File: src/design/assert_macros.svh
// Assertion helpers for the design files
`ifndef ASSERT_MACROS_SVH
`define ASSERT_MACROS_SVH
// implication check, disabled in reset
`define ASSERT_IMPL(label, clk, rst, ante, cons, msg) \
  label: assert property (@(posedge clk) disable iff (rst) (ante) |-> (cons)) else $error(msg);
// next-cycle implication check, disabled in reset
`define ASSERT_NEXT(label, clk, rst, ante, cons, msg) \
  label: assert property (@(posedge clk) disable iff (rst) (ante) |=> (cons)) else $error(msg);
`endif

File: src/design/erf_pkg.sv
package erf_pkg;

  localparam int DegA = 21;
  localparam int DegB = 17;
  localparam int NumSteps = DegA;
  localparam int StepW = 5;

  localparam logic [31:0] XTwo   = 32'd536870912;
  localparam logic [31:0] XThree = 32'd805306368;
  localparam logic [31:0] XFour  = 32'd1073741824;
  localparam logic [31:0] XFive  = 32'd1342177280;
  localparam logic [31:0] XSix   = 32'd1610612736;
  localparam logic [31:0] OutOne = 32'd2147483648;

  // one Horner item traveling down the pipe
  typedef struct packed {
    logic               sat_one;
    logic               use_b;
    logic signed [28:0] z;
    logic signed [63:0] acc;
  } erf_item_t;

  // coefficient of step k (k counts down degree), zero padding for short poly
  function automatic logic signed [63:0] coef_a(input logic [StepW-1:0] k);
    logic signed [63:0] c;
    case (k)
      5'd0:  c = 64'sd4611584143991239453;
      5'd1:  c = 64'sd642191352677014;
      5'd2:  c = -64'sd1926574058066741;
      5'd3:  c = 64'sd3639084332560922;
      5'd4:  c = -64'sd4816435144833904;
      5'd5:  c = 64'sd4687996859915426;
      5'd6:  c = -64'sd3403614173753262;
      5'd7:  c = 64'sd1801193988915941;
      5'd8:  c = -64'sd621549554355570;
      5'd9:  c = 64'sd64133375624077;
      5'd10: c = 64'sd72017029290667;
      5'd11: c = -64'sd49774069815178;
      5'd12: c = 64'sd13977080059636;
      5'd13: c = 64'sd563330721824;
      5'd14: c = -64'sd2087590706977;
      5'd15: c = 64'sd771939266847;
      5'd16: c = -64'sd42473753371;
      5'd17: c = -64'sd75433117048;
      5'd18: c = 64'sd27139763121;
      5'd19: c = 64'sd1278574864;
      5'd20: c = -64'sd1972273749;
      5'd21: c = -64'sd432;
      default: c = '0;
    endcase
    return c;
  endfunction

  function automatic logic signed [63:0] coef_b(input logic [StepW-1:0] k);
    logic signed [63:0] c;
    case (k)
      5'd0:  c = 64'sd4611686018420297616;
      5'd1:  c = 64'sd72262420;
      5'd2:  c = -64'sd361344602;
      5'd3:  c = 64'sd1180720252;
      5'd4:  c = -64'sd2830566106;
      5'd5:  c = 64'sd5302366920;
      5'd6:  c = -64'sd8089848712;
      5'd7:  c = 64'sd10323002055;
      5'd8:  c = -64'sd11135185460;
      5'd9:  c = 64'sd10270164575;
      5'd10: c = -64'sd8383436039;
      5'd11: c = 64'sd6121117123;
      5'd12: c = -64'sd3681997889;
      5'd13: c = 64'sd1775968047;
      5'd14: c = -64'sd920682351;
      5'd15: c = 64'sd504174510;
      5'd16: c = -64'sd138614959;
      5'd17: c = -64'sd392;
      default: c = '0;
    endcase
    return c;
  endfunction

endpackage

File: src/design/erf_front.sv
// Clamp input, select range, form z and the leading coefficient.
module erf_front
  import erf_pkg::*;
(
  input  logic        clk,
  input  logic        rst,
  input  logic        start,
  input  logic [31:0] x_value,
  output logic        out_valid,
  output erf_item_t   out_item
);

  logic [31:0] xc;
  erf_item_t   item_next;

  always_comb begin
    xc = (x_value < XTwo) ? XTwo : x_value;
    item_next.sat_one = (xc >= XSix);
    item_next.use_b   = (xc >= XFour);
    item_next.z       = item_next.use_b ? 29'(xc - XFive) : 29'(xc - XThree);
    item_next.acc     = item_next.use_b ? coef_b(StepW'(DegB)) : coef_a(StepW'(DegA));
  end

  always_ff @(posedge clk) begin
    if (rst) begin
      out_valid <= 1'b0;
    end else begin
      out_valid <= start;
    end
    out_item <= item_next;
  end

endmodule

File: config.mk
export PLATFORM = sky130hd
export DESIGN_NAME = erf_front
export DESIGN_NICKNAME = d
export VERILOG_FILES = /design/src/design/assert_macros.svh /design/src/design/erf_pkg.sv /design/src/design/erf_front.sv
export SDC_FILE = /design/constraint.sdc
export NUM_CORES = 1
export LEC_CHECK = 0
export ABC_AREA = 0
export BUFFER_PORTS_ARGS = -buffer_cell sky130_fd_sc_hd__buf_2
export CELL_PAD_IN_SITES_DETAIL_PLACEMENT = 1
export CELL_PAD_IN_SITES_GLOBAL_PLACEMENT = 1
export CORE_AREA = 2 2 60 105
export CTS_BUF_LIST = sky130_fd_sc_hd__clkbuf_8
export DETAILED_ROUTE_END_ITERATION = 6
export DIE_AREA = 0 0 62 107
export PLACE_DENSITY = 0.82
export RECOVER_POWER = 25
export SLEW_MARGIN = 5
export SYNTH_ARGS = -nofsm -noshare
export SYNTH_HDL_FRONTEND = slang
export SYNTH_SLANG_ARGS = --single-unit
File: constraint.sdc
create_clock -name clk -period 0.8 [get_ports clk]
set_input_delay 0.16 -clock clk [delete_from_list [all_inputs] [get_ports clk]]
set_output_delay 0.16 -clock clk [all_outputs]
set_load 0.01 [all_outputs]
# --- Word level (Yosys, flattened, before mapping) ---
# Cells that the tools add are included.
classes:
  n_lt_le_gt_ge: 3
  n_addsub: 2
  div: 0
  n_mux: 3
  bitwise_logic: 0
  shift: 0
  n_reduce_logical: 0
  mul: 0
  n_eq_ne: 0
ops:
  columns: ["op", "count"]
  rows:
  - ["32-bit by 31-bit >= comparator with 1-bit output (second input constant)", 2]
  - ["29-bit subtractor (second input constant)", 2]
  - ["32-bit by 30-bit less-than comparator with 1-bit output (second input constant)", 1]
  - ["32-bit 2-to-1 mux", 1]
  - ["29-bit 2-to-1 mux", 1]
  - ["6-bit 2-to-1 mux", 1]
word_totals:
  romBits: 0
  ramBits: 0
  inputBits: 35
  regBits: 42
  latch_bits: 0
  out_inout_bits: 96
  mem_count: 0

# --- Longest topological paths before layout ---
logic_depth:
  ltp_word: 4
  depth_mapped: 2

# --- Worst setup path before layout ---
# OpenSTA, ideal clock, no wires.
synth_path:
  path_type: "input port to flip-flop"
  start: "input port x_value[29]"
  end: "register out_item[64] (netlist bit)"
  t_arrival_ns: 0.573
  slack_ns: 0.105
  cell_stages: 2
  setup_ns: 0.122
  path_buffers: 1
  cell_sequence: "buf_2 o31a_2"
synth_rtl:
  columns: ["item", "line_no", "rtl"]
  rows:
  - ["from (decl)", "erf_front.sv:8", "input logic [31:0] x_value,"]
  - ["to (signal assigned)", "erf_front.sv:30", "out_item <= item_next;"]
  - ["to (decl)", "erf_front.sv:10", "output erf_item_t out_item"]

==> impl_metrics.json <==
{
  "status": "finished, violations left",
  "failed_checks": "setup timing",
  "grt_overflow": 0,
  "diodes": 0,
  "highest_layer": "met4",
  "drtIter0Drc": 30,
  "irDropWorstVdd_v": 0.00128,
  "min_from": "rst",
  "die_h_microns": 107,
  "ios": 131,
  "wirelength_mm": 3.36,
  "final_area_sq_mm": 0.00186,
  "grt_pass1_wl_mm": 4.71,
  "yosysSeqAreaShare_pct": 43.7,
  "ys_ff_latch": 32,
  "critPathRequiredTime_ns": 0.64,
  "finalNetCount": 243,
  "synth_top_area_cell": "dfxtp_1",
  "vias_per_cell": 3.72,
  "ys_warn_count": 0,
  "grt_max_degree": 20,
  "rsz0062_at_grt": "yes",
  "dr.pass1.iters": 3,
  "worstSetupStartpointType": "register",
  "grt_usage_pct": 9.88,
  "fmax_mhz": 1120,
  "hold_buffers": 0,
  "htreeDepth": 2,
  "cp_slowest_stage_delay_ns": 0.33,
  "p_leak_nw": 0.933,
  "ys.flop_type": "dfxtp_1",
  "initial_core_util_pct": 25.3,
  "ctsLongestPathBuffers": 2,
  "clockRootBuffer": "clkbuf_8",
  "holdPathEnd": "out_valid",
  "crit_buf_inv": 1,
  "final-max-slew-violation-count": 0,
  "numCtsBuffers": 5,
  "dpl.cell_count": 279,
  "vias": 1068,
  "powerDensity_mw_per_mm2": 2080,
  "path_depth": 1,
  "ys_top_cells_by_area": "dfxtp_1, buf_4, o31a_1",
  "hold_viol": 0,
  "async_flop_share_pct": 0,
  "final_util_pct": 32.1,
  "drc": 0,
  "routed-wl-met2_mm": 1.81,
  "rows": 37,
  "post-cts-setup-buffers": 0,
  "place_area_sq_mm": 0.00169,
  "antenna_found_initial": 0,
  "worstSetupEndpointType": "primary output",
  "area_delta_synth_final_pct": 26.5,
  "dieArea_sq_mm": 0.00663,
  "synthTopCellsByCount": "buf_4, dfxtp_1, o31a_1",
  "globalplace.congestion": 0.588,
  "period_minus_slack_ns": 0.896,
  "grt_pass1_vias": 1021,
  "worst_slack_ns": -0.0956,
  "clk_pin_slew_ns": 0.07,
  "coreArea_sq_mm": 0.00579,
  "hpwlAfterDp_mm": 2.71,
  "worstHoldPathType": "input pin to register",
  "netlist_instances": 139,
  "ys_types": 11,
  "synth-edff-count": 0,
  "stdcell_count": 287,
  "synth.top_cell.area_share_pct": 43.7,
  "yosysMostFrequentCell": "buf_4",
  "cts_tree": "built",
  "critPathArrivalTime_ns": 0.74,
  "finalSetupViolations": 34,
  "min_period_over_period_pct": 112,
  "cpMaxStageDelayCell": "dfxtp_2",
  "clock_sinks": 32,
  "crit_chain": "buf_2",
  "met3RoutedLength_microns": 477,
  "critPathMaxFanout": 3,
  "drv_cap": 0,
  "m1WireLength_mm": 1.03,
  "synth_area_per_cell_sq_um": 10.5,
  "ant_nets": 0,
  "io_buffer_count": 68,
  "routedWlPerCell_microns": 11.7,
  "synth_area_sq_mm": 0.00147,
  "cp_top_family": "flip-flops",
  "critPathKind": "register to primary output",
  "drive_above_1_share_pct": 45.9,
  "whs_path_depth": 2,
  "dieWidth_microns": 62
}
through the flow:
| stage | setup WS [ns] | hold slack, ns | power, W | setup TNS [ns] |
|---|---|---|---|---|
| 3_3_place_gp | -0.0641 | 0.315 | 0.00235 | -1.51 |
| 4_1_cts | -0.113 | 0.0131 | 0.00392 | -2.85 |
| 6_report | -0.0956 | 0.0211 | 0.00386 | -2.22 |
| 2_1_floorplan | 0.105 | 0.231 | 0.00233 | 0 |
| 5_1_grt | -0.140 | 0.00931 | 0.00407 | -3.43 |
| 3_5_place_dp | -0.0844 | 0.323 | 0.00237 | -1.94 |
timing repair:
action	in CTS	in global routing
endpoints found under the hold margin	0	0
gates resized for setup	9	16
endpoints found under the setup margin	34	34
cloned	0	0
pin swaps	0	0
flip-flops by register name, summed over array words and instances (netlist names):
register and cells:
out_item 31, out_valid 1
cells by family after synthesis:
group,after synthesis,synth area share [%]
other,2,0.512
AND/OR/NAND/NOR,2,0.854
buffers and inverters,73,37.1
AO/OA/AOI/OAI,30,17.8
flip-flops,32,43.7
worst max-delay path by stage:
stage / from / end
after global placement: x_value[31] / out_item[3]
after detailed placement: x_value[31] / out_item[75]
after CTS: out_item[3] / out_item[5]
final: out_item[3] / out_item[5]
after global routing: out_item[3] / out_item[5]
after floorplan: x_value[29] / out_item[64]
cell type report:
type	instances	area, sq um
Tap cell	78	97.6
Clock buffer	5	68.8
Sequential cell	32	657
Timing Repair Buffer	75	487
Multi-Input combinational cell	94	507
Clock inverter	3	38.8
Fill cell	705	3930
cell usage in the layout, fill, tap and decap left out:
cell type,Yosys,layout
conb_1,2,62
buf_2,6,55
o31a_1,27,27
dfxtp_1,32,19
dfxtp_2,0,13
buf_6,3,12
clkbuf_8,0,5
clkbuf_2,0,2
buf_4,64,2
buf_12,0,2
o31a_2,1,1
o31ai_1,1,1
a21o_1,1,1
or2_2,1,1
nor2b_1,1,1
bufinv_16,0,1
inv_1,0,1
clkinv_2,0,1
clkbuf_1,0,1
clkbuf_4,0,1
report_power, final:
part	internal (W)	leakage, nW	switching (W)	total [W]
combinational	0.000272	0.603	0.000360	0.000632
sequential	0.00171	0.270	0.0000339	0.00174
clock	0.000911	0.0593	0.000578	0.00149
total	0.00289	0.933	0.000972	0.00386
per-layer routing:
layer / up-vias / GRT usage [%]
met5: - / 0
met3: 5 / 4.34
li1: 477 / -
met2: 100 / 17.9
met1: 486 / 8.69
met4: 0 / 4.56
No activity file was read; power rests on OpenSTA's default activity.
